File: src/sv/r2df_pkg.sv
`timescale 1ns / 1ps
// ----------------------------------------------------------------------------
// r2df_pkg
// shared constants, register indexes and the request descriptor for the
// raster 2d delta filter
// ----------------------------------------------------------------------------
package r2df_pkg;

    localparam int MAX_WIDTH  = 4096;
    localparam int ADDR_W     = $clog2(MAX_WIDTH);
    // column counter can hold MAX_WIDTH itself
    localparam int COL_W      = ADDR_W + 1;
    localparam int BYTE_W     = 8;
    localparam int ROW_W      = 13;
    localparam int COUNT_W    = 32;
    localparam int EXT_W      = COUNT_W + 1;
    localparam int CFG_IDX_W  = 2;
    localparam int CFG_DATA_W = 32;

    localparam int FIFO_DEPTH = 4;
    localparam int FIFO_AW    = $clog2(FIFO_DEPTH);
    localparam int FIFO_CW    = FIFO_AW + 1;

    localparam logic [EXT_W-1:0] MAX_WIDTH_EXT = EXT_W'(MAX_WIDTH);

    typedef enum logic [CFG_IDX_W-1:0] {
        CFG_DIRECTION  = 2'd0,
        CFG_ROW_WIDTH  = 2'd1,
        CFG_BYTE_COUNT = 2'd2
    } t_cfg_index;

    typedef enum logic {
        DIR_ENCODE = 1'b0,
        DIR_DECODE = 1'b1
    } t_dir;

    typedef struct packed {
        logic [BYTE_W-1:0] data;
        t_dir              dir;
        logic              filt;
        logic              above_zero;
        logic              left_zero;
        logic [ADDR_W-1:0] col;
        logic              last;
    } t_desc;

endpackage

File: src/sv/r2df_front.sv
`timescale 1ns / 1ps
// ----------------------------------------------------------------------------
// r2df_front
// configuration registers, row tracking and classification of each request
// ----------------------------------------------------------------------------
module r2df_front (
    input  logic                                i_clk,
    input  logic                                i_rst_n,
    input  logic                                i_cfg_valid,
    output logic                                o_cfg_ready,
    input  logic [r2df_pkg::CFG_IDX_W-1:0]      i_cfg_index,
    input  logic [r2df_pkg::CFG_DATA_W-1:0]     i_cfg_data,
    input  logic                                i_in_valid,
    output logic                                o_in_ready,
    input  logic [r2df_pkg::BYTE_W-1:0]         i_data_byte,
    input  logic                                i_fifo_full,
    output logic                                o_push,
    output r2df_pkg::t_desc                     o_desc
);

    r2df_pkg::t_dir                     r_dir;
    logic [r2df_pkg::ROW_W-1:0]         r_row_width;
    logic [r2df_pkg::COUNT_W-1:0]       r_byte_count;
    logic [r2df_pkg::COL_W-1:0]         r_col,         n_col;
    logic                               r_row_first,   n_row_first;
    logic                               r_row_full,    n_row_full;
    logic [r2df_pkg::COUNT_W-1:0]       r_bytes_taken, n_bytes_taken;

    logic                               accept;
    logic [r2df_pkg::EXT_W-1:0]         bt_ext, bc_ext, rw_ext;
    logic                               is_last, fit, col_zero, full_now, filt, row_end;
    logic [r2df_pkg::COL_W-1:0]         col_inc;

    assign o_cfg_ready = 1'b1;
    assign o_in_ready  = !i_fifo_full;
    assign accept      = i_in_valid && !i_fifo_full;
    assign o_push      = accept;

    always_comb begin
        bt_ext   = {1'b0, r_bytes_taken};
        bc_ext   = {1'b0, r_byte_count};
        rw_ext   = r2df_pkg::EXT_W'(r_row_width);
        is_last  = (bt_ext + r2df_pkg::EXT_W'(1)) >= bc_ext;
        // a row is filtered only if it fits whole in what is left of the buffer
        fit      = (r_row_width != '0) && (rw_ext <= r2df_pkg::MAX_WIDTH_EXT) &&
                   ((bt_ext + rw_ext) <= bc_ext);
        col_zero = (r_col == '0);
        full_now = col_zero ? fit : r_row_full;
        filt     = full_now && (r_col < r2df_pkg::COL_W'(r2df_pkg::MAX_WIDTH));
        col_inc  = r_col + r2df_pkg::COL_W'(1);
        row_end  = r2df_pkg::EXT_W'(col_inc) >= rw_ext;
    end

    always_comb begin
        n_col         = r_col;
        n_row_first   = r_row_first;
        n_row_full    = r_row_full;
        n_bytes_taken = r_bytes_taken;
        if (accept) begin
            n_row_full    = full_now;
            n_bytes_taken = r_bytes_taken + r2df_pkg::COUNT_W'(1);
            if (filt) begin
                if (row_end) begin
                    n_col       = '0;
                    n_row_first = 1'b0;
                end else begin
                    n_col = col_inc;
                end
            end else begin
                n_col = '0;
            end
            // end of buffer starts a new one
            if (is_last) begin
                n_col         = '0;
                n_row_first   = 1'b1;
                n_row_full    = 1'b0;
                n_bytes_taken = '0;
            end
        end
    end

    always_comb begin
        o_desc.data       = i_data_byte;
        o_desc.dir        = r_dir;
        o_desc.filt       = filt;
        o_desc.above_zero = r_row_first;
        o_desc.left_zero  = col_zero;
        o_desc.col        = r_col[r2df_pkg::ADDR_W-1:0];
        o_desc.last       = is_last;
    end

    always_ff @(posedge i_clk) begin
        if (!i_rst_n) begin
            r_dir         <= r2df_pkg::DIR_ENCODE;
            r_row_width   <= '0;
            r_byte_count  <= r2df_pkg::COUNT_W'(1);
            r_col         <= '0;
            r_row_first   <= 1'b1;
            r_row_full    <= 1'b0;
            r_bytes_taken <= '0;
        end else begin
            r_col         <= n_col;
            r_row_first   <= n_row_first;
            r_row_full    <= n_row_full;
            r_bytes_taken <= n_bytes_taken;
            if (i_cfg_valid) begin
                case (i_cfg_index)
                    r2df_pkg::CFG_DIRECTION: begin
                        r_dir <= r2df_pkg::t_dir'(i_cfg_data[0]);
                    end
                    r2df_pkg::CFG_ROW_WIDTH: begin
                        r_row_width <= i_cfg_data[r2df_pkg::ROW_W-1:0];
                    end
                    r2df_pkg::CFG_BYTE_COUNT: begin
                        r_byte_count <= i_cfg_data[r2df_pkg::COUNT_W-1:0];
                    end
                    default: begin
                    end
                endcase
            end
        end
    end

    // mid-row columns only exist inside a row that was found to fit
    a_col_in_full_row: assert property (@(posedge i_clk) disable iff (!i_rst_n)
        (r_col != '0) |-> r_row_full)
        else $error("column advanced outside a filtered row");

    a_last_restarts: assert property (@(posedge i_clk) disable iff (!i_rst_n)
        (accept && is_last) |=> (r_bytes_taken == '0) && r_row_first && (r_col == '0))
        else $error("buffer state not restarted after last byte");

    a_push_not_full: assert property (@(posedge i_clk) disable iff (!i_rst_n)
        o_push |-> !i_fifo_full)
        else $error("request pushed into full queue");

endmodule

File: config.mk
export PLATFORM = sky130hd
export DESIGN_NAME = r2df_front
export DESIGN_NICKNAME = d
export VERILOG_FILES = /design/src/sv/r2df_pkg.sv /design/src/sv/r2df_front.sv
export SDC_FILE = /design/constraint.sdc
export NUM_CORES = 1
export LEC_CHECK = 0
export BUFFER_PORTS_ARGS = -buffer_cell sky130_fd_sc_hd__buf_2
export CORE_UTILIZATION = 33
export CTS_CLUSTER_DIAMETER = 120
export DETAILED_ROUTE_END_ITERATION = 10
export SLEW_MARGIN = 0
export SYNTH_ARGS = -nofsm -noshare
export SYNTH_HDL_FRONTEND = slang
export SYNTH_SLANG_ARGS = --single-unit
File: constraint.sdc
create_clock -name i_clk -period 8.05 [get_ports i_clk]
set_input_delay 1.61 -clock i_clk [delete_from_list [all_inputs] [get_ports i_clk]]
set_output_delay 1.61 -clock i_clk [all_outputs]
set_load 0.02 [all_outputs]
# Word-level counts from Yosys, hierarchy flattened
# Cells that the tools add are included.
# W data, S select, Z words.
[word_totals]
register_bits = 93
word_cells = 41
[classes]
eq_ne = 2
muxes = 9
reduce_logical = 14
add_sub_neg = 4
magnitude_cmp = 5
[op_table]
columns = ["cell", "count"]
rows = [
  ["$mux W13", 3],
  ["$add A32 B1 Y33 const B", 1],
  ["$add A32 B13 Y33", 1],
  ["$ge A33 B32 Y1", 1],
  ["$le A33 B32 Y1", 1],
  ["$add A32 B1 Y32 const B", 1],
  ["$mux W32", 1],
  ["$add A13 B1 Y13 const B", 1],
  ["$ge A13 B13 Y1", 1],
  ["$le A13 B13 Y1 const B", 1],
  ["$logic_not A13 Y1", 1],
  ["$lt A13 B13 Y1 const B", 1],
  ["$reduce_bool A13 Y1", 1],
  ["$reduce_and A2 Y1", 3],
  ["$mux W1", 5],
  ["$logic_and A1 B1 Y1", 4],
  ["$reduce_bool A2 Y1", 2],
  ["$reduce_and A3 Y1", 1],
  ["$eq A2 B1 Y1 const B", 1],
  ["$eq A2 B2 Y1 const B", 1],
  ["$logic_not A2 Y1", 1],
  ["$logic_not A1 Y1", 1],
]

# Depth between registers and ports, before layout
[depth]
word_depth = 7
mapped_depth = 21

# Least setup slack after synthesis
# Ideal clock, no wire load.
[synth_path]
kind = "register to output"
from = "register r_bytes_taken[0] (netlist bit)"
to = "output port o_desc[15] (netlist bit)"
t_arrival_ns = 4.237
path_stages_with_launch = 20
slack_ns = 2.203
n_path_buf = 2
cell_sequence = "dfxtp_1 ha_1 fa_1 a211oi_1 nor4_1 or2_2 nor3_1 or3_1 clkbuf_1 or3_1 nor2_1 xor2_1 ha_1 a21o_1 a21oi_1 nand3_1 a2111oi_0 o311ai_0 o21ai_2 buf_4"
[synth_via]
elab_chain_cells = 5
[synth_rtl]
columns = ["item", "line", "text"]
rows = [
  ["start, declared", "r2df_front.sv:27", "logic [r2df_pkg::COUNT_W-1:0] r_bytes_taken, n_bytes_taken;"],
  ["start signal, assigned", "r2df_front.sv:105", "r_bytes_taken <= n_bytes_taken;"],
  ["$add A32 B13 Y33", "r2df_front.sv:46", "((bt_ext + rw_ext) <= bc_ext);"],
  ["$le A33 B32 Y1", "r2df_front.sv:46", ""],
  ["$logic_and A1 B1 Y1", "r2df_front.sv:45", "fit = (r_row_width != '0) && (rw_ext <= r2df_pkg::MAX_WIDTH_EXT) &&"],
  ["$mux W1", "r2df_front.sv:48", "full_now = col_zero ? fit : r_row_full;"],
  ["$logic_and A1 B1 Y1", "r2df_front.sv:49", "filt = full_now && (r_col < r2df_pkg::COL_W'(r2df_pkg::MAX_WIDTH));"],
  ["end, declared", "r2df_front.sv:18", "output r2df_pkg::t_desc o_desc"],
]
# Every way passes these cells.

==> results.toml <==
[global_routing]
globalRouteTotalUtil_pct = 19.3
met2_usage_pct = 30.2
via_count_of_the_first_global_routing_pass = 6434
antenna_found_initial = 0
grt_use_met1_pct = 26.9
grt_met3_usage_pct = 3.08
grt_max_degree = 75
layer_with_the_highest_usage = "met2"
wire_length_of_the_first_global_routing_pass_um = 34100
grt_overflow_total = 0

[yosys]
post_synth_num_cell_types = 67
synth_flop_cell = "dfxtp_1"
synth_nets = 1116
ys_seq_elements = 93
seq_area_frac_synth_pct = 25.2
synth_edf_count = 0
synth.avg_cell_area_um2 = 7.58
postSynth.asyncResetShare_pct = 0
synthesis.area_um2 = 7390
yosysWarnings = 0
synthCells = 975

[cells_and_area]
mostFrequentLayoutCell = "nand2_1"
final_design_area_no_fill_um2 = 8030
synthesis_to_finish_area_growth_pct = 8.62
final_layout_size_suffix_gt1_share_pct = 10.5
stdcell_count = 1263
diodes = 0
finalNetCount = 1119
mostFrequentLayoutCells = "164 x nand2_1, 104 x a21oi_1, 93 x ha_1, 93 x dfxtp_1, 59 x inv_1"

[setup_path]
worstPathRequired_ns = 6.44
cp_slowest_cell = "o311ai_0"
worstPathArrival_ns = 5.35
ff2ff_setup_slack_ns = 2.15
timing.critical_path.from_type = "flop"
crit_path_end_kind = "output pin"
worst_path_largest_cell_delay_ns = 0.93
timing_worst_setup_path_type = "reg -> out"
cp_max_fanout = 6
worstPathCellList = "ha_1 > fa_1 > a211oi_1 > nor4_1 > or2_2 > nor3_1 > or3_1 > or3_1 > nor2_1 > xor2_1 > ha_1 > nand4_1 > o22ai_1 > a2111oi_0 > o311ai_0 > o21ai_2 > buf_2"

[floorplan]
floorplan.initialDensity_pct = 33.8
die_width_um = 152
i_o_pin_count = 75
die-area_um2 = 23000
floorplan.rows = 54
dieHeight_um = 152
core_area_um2 = 21900

[timing]
post-route-min-period_ns = 6.96
setup-tns-final_ns = 0
timing.slew.headroom_pct = 27.5
worstMarginPinSlew_ns = 1.08
achievable-frequency_mhz = 144
finalHoldViolCount = 0
grt_setup_unrepaired = "no"
finalClockSkew_ns = 0.0104
setup_viol_count_final = 0
drv_slew = 0
finalCritPeriodShare_pct = 86.5

[detailed_routing]
drt-total-wl_um = 21200
wl_per_cell_um = 16.8
drt_pre_antenna_iters = 6
post-route-drc-count = 0
route.antenna.remaining_nets = 0
detailedRoute.firstIterationViolations = 472
detailroute.via_count = 6787
vias_per_cell = 5.37

[clocking]
ctsLongestPathBuffers = 2
numClockSinks = 93
total_clock_buffers_created_by_cts = 9
clk-insertion-delay-late_ns = 0.36
postCtsResizedCells = 0
cts_tree = "built"
cts_htree_levels = 3
worst_setup_hold_path_clk_slew_ns = 0.07
cts.repair_timing.setup_buffer_count = 0
ctsHoldBuffers = 0
cts.root.buffer_cell = "clkbuf_16"

[power]
p_leak_uw = 0.00339
worst_ir_drop_vdd_v = 0.0000951
power_density_nw_per_um2 = 149
fin_total_pwr_uw = 1190

[placement]
placed_cell_area_um2 = 7680
io_buffer_count = 57
routabilityCongestion = 0.942
place.detailed.instances = 1247
dpl_wire_length_um = 15700

[worst_hold_path]
worst_hold_path_type = "reg -> reg"

[run_status]
status = "completed"

[run]
max-cap-violations = 0
-- worst max-delay path: cells and delay by family (launching register included) --
kind,cells,cell delay (ns)
buffers and inverters,1,0.21
xor gates and xnor gates,1,0.15
adders and majority gates,3,0.99
AOI/OAI and AO/OA,5,1.69
DFF,1,0.37
and+or+nand+nor,7,1.60
-- through the flow --
step	hold WS [ns]	utilization, %	worst slack, ns
floorplan	0.436	-	2.20
global placement	0.444	35.1	1.61
detailed placement	0.447	35.1	1.55
CTS	0.457	36.7	1.12
global route	0.472	36.7	0.659
finish	0.454	36.7	1.09
-- kinds of logic (layout without fill, tap and decap cells) --
logic type | Yosys count | after routing | synth area share, %
buffers and inverters | 132 | 140 | 8.43
AOI/OAI and AO/OA | 211 | 211 | 17.1
xor gates and xnor gates | 66 | 66 | 7.92
adders and majority gates | 94 | 94 | 16.0
DFF | 93 | 93 | 25.2
muxes | 2 | 2 | 0.271
other | 1 | 1 | 0.0507
and+or+nand+nor | 376 | 376 | 25.1
-- routing by layer --
layer	vias to the layer above	part of all wire [%]
met2	172	44
li1	3388	-
met4	0	1.9
met3	22	4.4
met1	3205	50
met5	-	0
-- synthesized netlist by cell type, types with 23 or more instances --
cell type  number  share of area, %
nand3_1        52               3.5
clkbuf_1       33               1.7
nand2_1       164               8.3
nor2_1         41               2.1
buf_4          27               2.7
a21oi_1       104               7.0
nand4_1        23               1.9
ha_1           93                16
xnor2_1        39               4.6
dfxtp_1        93                25
o21ai_0        38               2.6
inv_1          59               3.0
xor2_1         26               3.1
-- sequential cells by signal, summed over array words and instances (netlist names) --
| signal | count |
|---|---|
| r_bytes_taken | 32 |
| r_row_full | 1 |
| r_byte_count | 32 |
| r_row_first | 1 |
| r_dir | 1 |
| r_row_width | 13 |
| r_col | 13 |
-- worst paths after layout --
check	startpoint	end	cells past startpoint
setup reg to reg	r_bytes_taken[1]$_SDFFE_PN0P_	r_col[10]$_SDFFE_PN0P_	18
setup / recovery	r_bytes_taken[0]$_SDFFE_PN0P_	o_desc[15]	17
hold / removal	r_byte_count[30]$_SDFFE_PN0P_	r_byte_count[30]$_SDFFE_PN0P_	2
hold reg to reg	r_byte_count[30]$_SDFFE_PN0P_	r_byte_count[30]$_SDFFE_PN0P_	2
-- cell type report --
| cell class | count | area (um^2) |
|---|---|---|
| Clock buffer | 11 | 243 |
| Clock inverter | 5 | 108 |
| Fill cell | 2380 | 13900 |
| Inverter | 61 | 229 |
| Multi-Input combinational cell | 750 | 4910 |
| Sequential cell | 93 | 1860 |
| Tap cell | 280 | 350 |
| Timing Repair Buffer | 63 | 330 |
-- report_power, final --
group          switching [uW]  leakage, uW  internal, uW
Combinational             137      0.00247          61.2
Sequential               8.95     0.000753           469
Clock                     203     0.000170           314
Power figures use the tool's default switching activity.
