<file path="config.mk">
export PLATFORM = sky130hd
export DESIGN_NAME = r2df_fifo
export DESIGN_NICKNAME = d
export VERILOG_FILES = /design/src/sv/r2df_pkg.sv /design/src/sv/r2df_fifo.sv
export SDC_FILE = /design/constraint.sdc
export NUM_CORES = 1
export LEC_CHECK = 0
export BUFFER_PORTS_ARGS = -buffer_cell sky130_fd_sc_hd__clkbuf_2
export CAP_MARGIN = 20
export CORE_MARGIN = 4
export CORE_UTILIZATION = 56
export DETAILED_ROUTE_END_ITERATION = 6
export HOLD_SLACK_MARGIN = 0.08
export MAX_ROUTING_LAYER = met4
export PLACE_DENSITY_LB_ADDON = 0.1
export SLEW_MARGIN = 10
export SYNTH_ARGS = -nofsm -noshare
export SYNTH_HDL_FRONTEND = slang
export SYNTH_SLANG_ARGS = --single-unit
</file>
<file path="constraint.sdc">
create_clock -name i_clk -period 2.9 [get_ports i_clk]
set_clock_uncertainty 0.05 [all_clocks]
set_input_delay 0.58 -clock i_clk [delete_from_list [all_inputs] [get_ports i_clk]]
set_output_delay 0.58 -clock i_clk [all_outputs]
set_load 0.1 [all_outputs]
</file>
<file path="src/sv/r2df_pkg.sv">
`timescale 1ns / 1ps
// ----------------------------------------------------------------------------
// r2df_pkg
// shared constants, register indexes and the request descriptor for the
// raster 2d delta filter
// ----------------------------------------------------------------------------
package r2df_pkg;

    localparam int MAX_WIDTH  = 4096;
    localparam int ADDR_W     = $clog2(MAX_WIDTH);
    // column counter can hold MAX_WIDTH itself
    localparam int COL_W      = ADDR_W + 1;
    localparam int BYTE_W     = 8;
    localparam int ROW_W      = 13;
    localparam int COUNT_W    = 32;
    localparam int EXT_W      = COUNT_W + 1;
    localparam int CFG_IDX_W  = 2;
    localparam int CFG_DATA_W = 32;

    localparam int FIFO_DEPTH = 4;
    localparam int FIFO_AW    = $clog2(FIFO_DEPTH);
    localparam int FIFO_CW    = FIFO_AW + 1;

    localparam logic [EXT_W-1:0] MAX_WIDTH_EXT = EXT_W'(MAX_WIDTH);

    typedef enum logic [CFG_IDX_W-1:0] {
        CFG_DIRECTION  = 2'd0,
        CFG_ROW_WIDTH  = 2'd1,
        CFG_BYTE_COUNT = 2'd2
    } t_cfg_index;

    typedef enum logic {
        DIR_ENCODE = 1'b0,
        DIR_DECODE = 1'b1
    } t_dir;

    typedef struct packed {
        logic [BYTE_W-1:0] data;
        t_dir              dir;
        logic              filt;
        logic              above_zero;
        logic              left_zero;
        logic [ADDR_W-1:0] col;
        logic              last;
    } t_desc;

endpackage

</file>
<file path="src/sv/r2df_fifo.sv">
`timescale 1ns / 1ps
// ----------------------------------------------------------------------------
// r2df_fifo
// short queue of classified requests between the front and back parts
// ----------------------------------------------------------------------------
module r2df_fifo (
    input  logic            i_clk,
    input  logic            i_rst_n,
    input  logic            i_push,
    input  r2df_pkg::t_desc i_desc,
    output logic            o_full,
    output logic            o_valid,
    input  logic            i_pop,
    output r2df_pkg::t_desc o_desc
);

    r2df_pkg::t_desc                r_mem [r2df_pkg::FIFO_DEPTH];
    logic [r2df_pkg::FIFO_AW-1:0]   r_wr_ptr, n_wr_ptr;
    logic [r2df_pkg::FIFO_AW-1:0]   r_rd_ptr, n_rd_ptr;
    logic [r2df_pkg::FIFO_CW-1:0]   r_count,  n_count;
    logic                           push_ok, pop_ok;

    assign o_full  = (r_count == r2df_pkg::FIFO_CW'(r2df_pkg::FIFO_DEPTH));
    assign o_valid = (r_count != '0);
    assign o_desc  = r_mem[r_rd_ptr];
    assign push_ok = i_push && !o_full;
    assign pop_ok  = i_pop && o_valid;

    always_comb begin
        n_wr_ptr = push_ok ? r_wr_ptr + r2df_pkg::FIFO_AW'(1) : r_wr_ptr;
        n_rd_ptr = pop_ok  ? r_rd_ptr + r2df_pkg::FIFO_AW'(1) : r_rd_ptr;
        n_count  = r_count;
        if (push_ok && !pop_ok) begin
            n_count = r_count + r2df_pkg::FIFO_CW'(1);
        end else if (pop_ok && !push_ok) begin
            n_count = r_count - r2df_pkg::FIFO_CW'(1);
        end
    end

    always_ff @(posedge i_clk) begin
        if (push_ok) begin
            r_mem[r_wr_ptr] <= i_desc;
        end
    end

    always_ff @(posedge i_clk) begin
        if (!i_rst_n) begin
            r_wr_ptr <= '0;
            r_rd_ptr <= '0;
            r_count  <= '0;
        end else begin
            r_wr_ptr <= n_wr_ptr;
            r_rd_ptr <= n_rd_ptr;
            r_count  <= n_count;
        end
    end

    a_count_bound: assert property (@(posedge i_clk) disable iff (!i_rst_n)
        r_count <= r2df_pkg::FIFO_CW'(r2df_pkg::FIFO_DEPTH))
        else $error("queue count out of range");

    a_ptr_count: assert property (@(posedge i_clk) disable iff (!i_rst_n)
        (r_count == '0 || o_full) |-> (r_wr_ptr == r_rd_ptr))
        else $error("queue pointers disagree with count");

    a_pop_nonempty: assert property (@(posedge i_clk) disable iff (!i_rst_n)
        i_pop |-> o_valid)
        else $error("pop from empty queue");

endmodule

</file>
## Word-level counts from Yosys, hierarchy flattened

Memories as Yosys holds them, arrays and structs flattened. A register that Yosys moved wholly into a read port is not among the register bits.
Cells that the tools add are included.

| cells by class | value |
|---|---|
| reductions and logical operators | 9 |
| add/subtract/negate cells | 4 |
| equality and inequality tests | 1 |
| multiplexer cells | 6 |

Operator list:

| kind | number |
|---|---|
| 3-bit two-way mux | 2 |
| 2-bit by 1-bit adder with 2-bit output (second input constant) | 2 |
| 1-bit logical AND | 4 |
| 2-bit two-way mux | 2 |
| 3-bit by 1-bit adder with 3-bit output (second input constant) | 1 |
| 3-bit equality test (second input constant) | 1 |
| 1-bit zero test | 3 |
| 3-bit nonzero test | 1 |
| 3-bit by 1-bit subtractor with 3-bit output (second input constant) | 1 |
| 1-bit two-way mux | 2 |
| 2-bit nonzero test | 1 |

| storage, ports and cells | value |
|---|---|
| memories | 1 |
| bits in registers | 7 |
| word-level logic and storage cells | 24 |
| output and inout bits | 27 |
| RAM bits | 100 |

Memory list:

| name | words | bits a word | rd ports | clocked after Yosys merged registers in | wr ports | RTL line | text |
|---|---|---|---|---|---|---|---|
| r_mem | 4 | 25 | 1 | 1 | 1 | r2df_fifo.sv:17 | `r2df_pkg::t_desc r_mem [r2df_pkg::FIFO_DEPTH];` |

## Longest topological paths before layout

Gate-level depths: netlist of the first run.

| depth | value |
|---|---|
| depth after elaboration | 7 |
| mapped depth | 9 |
| depth with buffers taken out | 8 |

## Worst setup path after synthesis of the first run

No wires, ideal clock.

| path | value |
|---|---|
| path type | flip-flop to flip-flop |
| from | register r_count[2] (netlist bit) |
| to | register r_count[2] (netlist bit) |
| arrival | 2.838 ns |
| cell stages (with the launch flop) | 10 |
| period minus slack after synthesis | 2.958 ns |
| setup slack | -0.058 ns |
| cell sequence | dfxtp_1 -> nor3b_2 -> nor2b_1 -> buf_2 -> ha_1 -> inv_1 -> fa_1 -> xor2_1 -> or3_1 -> a21boi_1 |

| on the way | value |
|---|---|
| cells in the longest elaborated chain, start to end | 6 |
| elaborated cells on any way between the ends | 14 |

Ends and longest elaborated chain:

| what | RTL line | text |
|---|---|---|
| from (decl) | r2df_fifo.sv:20 | `logic [r2df_pkg::FIFO_CW-1:0] r_count, n_count;` |
| from (signal assigned) | r2df_fifo.sv:54 | `r_count <= n_count;` |
| 3-bit equality test (*) | r2df_fifo.sv:23 | `assign o_full = (r_count == r2df_pkg::FIFO_CW'(r2df_pkg::FIFO_DEPTH));` |
| net o_full | r2df_fifo.sv:11 | `output logic o_full,` |
| 1-bit zero test (*) | r2df_fifo.sv:26 | `assign push_ok = i_push && !o_full;` |
| 1-bit logical AND (*) | r2df_fifo.sv:26 |  |
| net push_ok | r2df_fifo.sv:21 | `logic push_ok, pop_ok;` |
| 1-bit zero test | r2df_fifo.sv:35 | `end else if (pop_ok && !push_ok) begin` |
| 1-bit logical AND | r2df_fifo.sv:35 |  |
| 2-bit nonzero test (no source line) | - |  |

The timed path passes the listed nets; every way through them passes the cells marked *. The select of a mux whose other input is x is not followed.
A chain may end at the register's enable or synchronous reset.

==> results.json, run 1 <==
{
  "ys_ff_latch": 109,
  "r2r_setup_slack_ns": 0.68,
  "grt.overflow.total": 0,
  "grt_pass1_wl_um": 11050,
  "hp-class": "in2reg",
  "globalplace.congestion": 0.7999,
  "insertedDiodeCount": 0,
  "min_to": "r_mem[0][23]",
  "synthDistinctLibCells": 23,
  "fin_crit_sh": 0.8712,
  "fmaxAchievable_mhz": 395.8,
  "ctsHoldBuffers": 0,
  "drc": 0,
  "critical_path.max_fanout": 19,
  "drive_above_1_share": 0.4286,
  "yosys_most_used_dff": "edfxtp_1",
  "finalSetupViolations": 0,
  "clk_path_buf_depth": 2,
  "cts_resized": 0,
  "finalCriticalPeriod_ns": 2.526,
  "io_pins": 56,
  "die_w_um": 93.74,
  "first_pass_iters": 4,
  "core_um2": 6982,
  "totalWireLength_um": 6824,
  "maxSlewViolCount": 0,
  "cts_sinks": 109,
  "required_ns": 2.27,
  "fillCellCount": 423,
  "die-area_um2": 8786,
  "slew_headroom": 0.6369,
  "outcome": "finished, final reports clean",
  "portBuffers": 55,
  "hold_depth": 1,
  "syn-cell-area_um2": 4116,
  "yosysSeqAreaShare": 0.7733,
  "worst-setup-path-type": "reg2out",
  "syn2layout_area_growth_pct": 25.23,
  "clk_latency_ns": 0.35,
  "place_ws_ns": 0.6194,
  "numCtsBuffers": 9,
  "min_from": "i_desc[23]",
  "die_y_um": 93.74,
  "start_kind": "flip-flop",
  "cts_tree": "yes",
  "track_usage": 0.1790,
  "rr_endpoint": "r_count[2]",
  "finalWorstSetupSlack_ns": 0.3736,
  "start_util": 0.5896,
  "timing.rr.start": "r_count[0]",
  "reg2reg_depth": 9,
  "grt_max_degree": 20,
  "cts_setup_buffers": 0,
  "maxCapViolations": 0,
  "hpwl_um": 4767,
  "avgSynthCellArea_um2": 23.00,
  "antenna_found_initial": 0,
  "ys_warn_count": 0,
  "drt_iter0_drc": 83,
  "synth-edff-count": 100,
  "drt-wirelength-per-cell_um": 19.61,
  "arrival_ns": 1.90,
  "syn_inst": 179,
  "cts_root_buffer": "clkbuf_8",
  "clk_pin_slew_worst_paths_ns": 0.10,
  "syn_nets": 214,
  "vias": 1895,
  "tns_ns": 0,
  "h-tree-depth": 3,
  "tightest_slew_ns": 0.5470,
  "crit_path_end_kind": "output pin",
  "vias_per_cell": 5.445,
  "async_flop_share": 0,
  "rows": 30,
  "grt_pass1_vias": 2096,
  "rsz0062_at_grt": "false",
  "ant_nets": 0,
  "hold_violations": 0,
  "nNetsFinal": 282
}
## Yosys cell counts, types with 2 or more instances
library cell | n | area share
and2_1 | 8 | 0.012
buf_12 | 2 | 0.0097
buf_2 | 3 | 0.0036
dfxtp_1 | 9 | 0.044
edfxtp_1 | 100 | 0.73
ha_1 | 5 | 0.015
inv_1 | 3 | 0.0027
mux2i_1 | 3 | 0.0073
mux4_2 | 25 | 0.14
nand2_1 | 4 | 0.0036
nor2b_1 | 2 | 0.0030
or3_1 | 2 | 0.0030
xnor2_1 | 3 | 0.0064
## worst max-delay path, cell delays in order (launching register included)
cell     delay (ns)
dfxtp_2        0.52
buf_12         0.24
mux4_2         0.58
buf_12         0.19
## kinds of logic after synthesis
kind of cell	synth area share
xor gates and xnor gates	0.008512
AOI/OAI and AO/OA	0.008206
and+or+nand+nor	0.02492
buffers and inverters	0.02097
adders and majority gates	0.02006
DFF	0.7733
muxes	0.1441
## how the worst max path moves through the flow
stage | end | slack [ns] | cells after the start
floorplan | r_count[2] | 0.33 | 9
global placement | r_count[2] | 0.69 | 9
detailed placement | r_count[2] | 0.62 | 9
CTS | o_desc[10] | 0.33 | 3
global route | o_desc[10] | 0.26 | 3
finish | o_desc[22] | 0.37 | 3
## layout make-up
class                           instances  area [um2]  share of cell area
Clock buffer                           10       127.6             0.02476
Clock inverter                          6       95.09             0.01845
Inverter                                3       11.26            0.002184
Multi-Input combinational cell         59       853.3              0.1655
Sequential cell                       109        3184              0.6177
Tap cell                               96       120.1             0.02330
Timing Repair Buffer                   65       763.2              0.1481
## stage by stage
step | instances | utilization | cell area, um2 | hold WS [ns]
floorplan | 179 | - | 4123 | 0.4177
CTS | 348 | 0.7384 | 5155 | 0.3650
global placement | 332 | 0.7065 | 4932 | 0.4270
detailed placement | 332 | 0.7065 | 4932 | 0.4512
finish | 348 | 0.7384 | 5155 | 0.3830
global route | 348 | 0.7384 | 5155 | 0.3740
## layout by cell type (no fill, tap or decap)
cell type  Yosys  layout
fa_1           1       1
nor2b_1        2       2
buf_12         2      28
dfxtp_2        0       1
o31ai_2        1       1
mux4_2        25      25
and2_1         8       8
buf_4          0       7
inv_6          0       1
mux2i_1        3       3
clkinv_4       0       3
dfxtp_1        9       8
inv_1          3       3
ha_1           5       5
a21boi_1       1       1
xor2_1         1       1
clkbuf_8       0       9
o21ai_0        1       1
xnor2_1        3       3
nand2_1        4       4
clkbuf_1       1       1
edfxtp_1     100     100
nor3b_4        0       1
bufinv_16      0       2
clkbuf_2       1      30
or3_1          2       2
o311ai_1       1       1
## flip-flops by register name (all words and copies together), names as in the netlist, named ones only
register  cells
r_count       3
r_mem       100
r_rd_ptr      2
r_wr_ptr      2
## metal layers
metal  wire length [um]  vias up  GRT usage
li1                   -      865          -
met1               2732      969     0.2310
met2               3709       50     0.2915
met3                267       11    0.02484
met4                114        0    0.07220
met5                  0        -          -
Power of run 1 is left out: the tool's default activity adds up to more than one toggle a clock period on the data nets, which glitch-free logic cannot reach.
==> inputs of run 2 (changes only) <==
==> constraint.sdc (replaced) <==
create_clock -name i_clk -period 2.9 [get_ports i_clk]
set_clock_uncertainty 0.05 [all_clocks]
set_input_delay 0.58 -clock i_clk [delete_from_list [all_inputs] [get_ports i_clk]]
set_output_delay 0.58 -clock i_clk [all_outputs]
set_load 0.005 [all_outputs]
==> results.json, run 2 (same netlist as run 1, synthesis figures left out) <==
{
  "portBuffers": 55,
  "critical-path-top-delay-family": "flip-flops",
  "ctsHoldBuffers": 0,
  "tns_ns": 0,
  "crit_path_end_kind": "output pin",
  "arrival_ns": 1.89,
  "required_ns": 2.27,
  "rsz0062_at_grt": "false",
  "finalSetupViolations": 0,
  "outcome": "finished, final reports clean",
  "core_um2": 6982,
  "hold_violations": 0,
  "h-tree-depth": 3,
  "whs_ns": 0.3803,
  "fin_util": 0.6753,
  "clk_latency_ns": 0.36,
  "syn2layout_area_growth_pct": 14.53,
  "critPathSlowestCell": "dfxtp_2",
  "power_density_nw_per_um2": 816.2,
  "nNetsFinal": 280,
  "die_w_um": 93.74,
  "min_to": "r_mem[0][2]",
  "fin_crit_sh": 0.8676,
  "grt_max_degree": 26,
  "critical_path.max_fanout": 14,
  "io_pins": 56,
  "crit_chain": "buf_12 > mux4_2 > clkbuf_2",
  "drc": 0,
  "drt_iter0_drc": 115,
  "hold_depth": 1,
  "finalCriticalPeriod_ns": 2.516,
  "cts_root_buffer": "clkbuf_8",
  "first_pass_iters": 4,
  "timing.rr.start": "r_count[0]",
  "antenna_found_initial": 0,
  "cts_tree": "yes",
  "rr_endpoint": "r_count[2]",
  "grt.overflow.total": 0,
  "reg.largest.list": "r_mem x100, r_count x3",
  "min_from": "i_desc[2]",
  "finalPower_mw": 3.848,
  "die_y_um": 93.74,
  "final_cell_mix": "edfxtp_1, clkbuf_2, mux4_2, clkbuf_8",
  "placed_cell_area_um2": 4511,
  "largest_reg_flops": 100,
  "start_util": 0.5896,
  "track_usage": 0.1652,
  "crit_buf_inv": 2,
  "globalplace.congestion": 0.6963,
  "ir_worst_vdd_v": 0.0003724,
  "cts_resized": 0,
  "maxCapViolations": 0,
  "grt_pass1_vias": 1969,
  "insertedDiodeCount": 0,
  "slowest_delay_ns": 0.63,
  "ant_nets": 0,
  "die-area_um2": 8786,
  "fmaxAchievable_mhz": 397.4,
  "cts_setup_buffers": 0,
  "clk_pin_slew_worst_paths_ns": 0.11,
  "hpwl_um": 4269,
  "grt_pass1_wl_um": 10200,
  "clk_path_buf_depth": 2,
  "vias": 1862,
  "final_area_um2": 4715,
  "reg2reg_depth": 8,
  "drive_above_1_share": 0.4280,
  "maxSlewViolCount": 0,
  "largest_register": "r_mem",
  "worst-setup-path-type": "reg2out",
  "numCtsBuffers": 9,
  "cts_sinks": 109,
  "vias_per_cell": 5.382,
  "rows": 30,
  "start_kind": "flip-flop",
  "totalWireLength_um": 6506,
  "hp-class": "in2reg",
  "slew_headroom": 0.6929,
  "leakage_nw": 1.635,
  "drt-wirelength-per-cell_um": 18.80,
  "final_common_cell": "edfxtp_1",
  "r2r_setup_slack_ns": 0.46,
  "tightest_slew_ns": 0.4597
}
-- run 2: worst max-delay path by stage --
stage | slack [ns] | end | depth (start not counted)
final | 0.38 | o_desc[9] | 3
after global placement | 0.52 | r_count[2] | 8
after CTS | 0.31 | o_desc[9] | 3
after floorplan | 0.79 | r_count[2] | 8
after global routing | 0.24 | o_desc[9] | 3
after detailed placement | 0.38 | r_count[2] | 8
-- run 2: final cells by class --
cell class / instances / area [um2]
flip-flops and latches: 109 / 3184
fillers: 477 / 2267
multi-input cells: 59 / 847.1
repair buffers: 63 / 347.8
clock buffers: 9 / 123.9
well taps: 96 / 120.1
clock inverters: 7 / 80.08
inverters: 3 / 11.26
-- run 2: stage by stage --
stage	setup WS (ns)	std cells
4_1_cts	0.3076	346
6_report	0.3839	346
5_1_grt	0.2354	346
3_3_place_gp	0.5178	330
3_5_place_dp	0.3820	330
2_1_floorplan	0.7887	179
-- run 2: metal layers --
layer	vias up	share of wire	global-route usage
met5	-	0	-
met4	0	0.011	0.06859
met3	6	0.033	0.03125
met2	40	0.54	0.2667
met1	953	0.42	0.2086
li1	863	-	-
-- run 2: report_power, final --
| group | switching [mW] | leakage [nW] | internal [mW] | total [mW] |
|---|---|---|---|---|
| clock | 0.502 | 0.103 | 0.413 | 0.915 |
| sequential | 0.115 | 0.991 | 1.91 | 2.03 |
| combinational | 0.397 | 0.541 | 0.509 | 0.906 |
(Power assumes the default switching activity.)
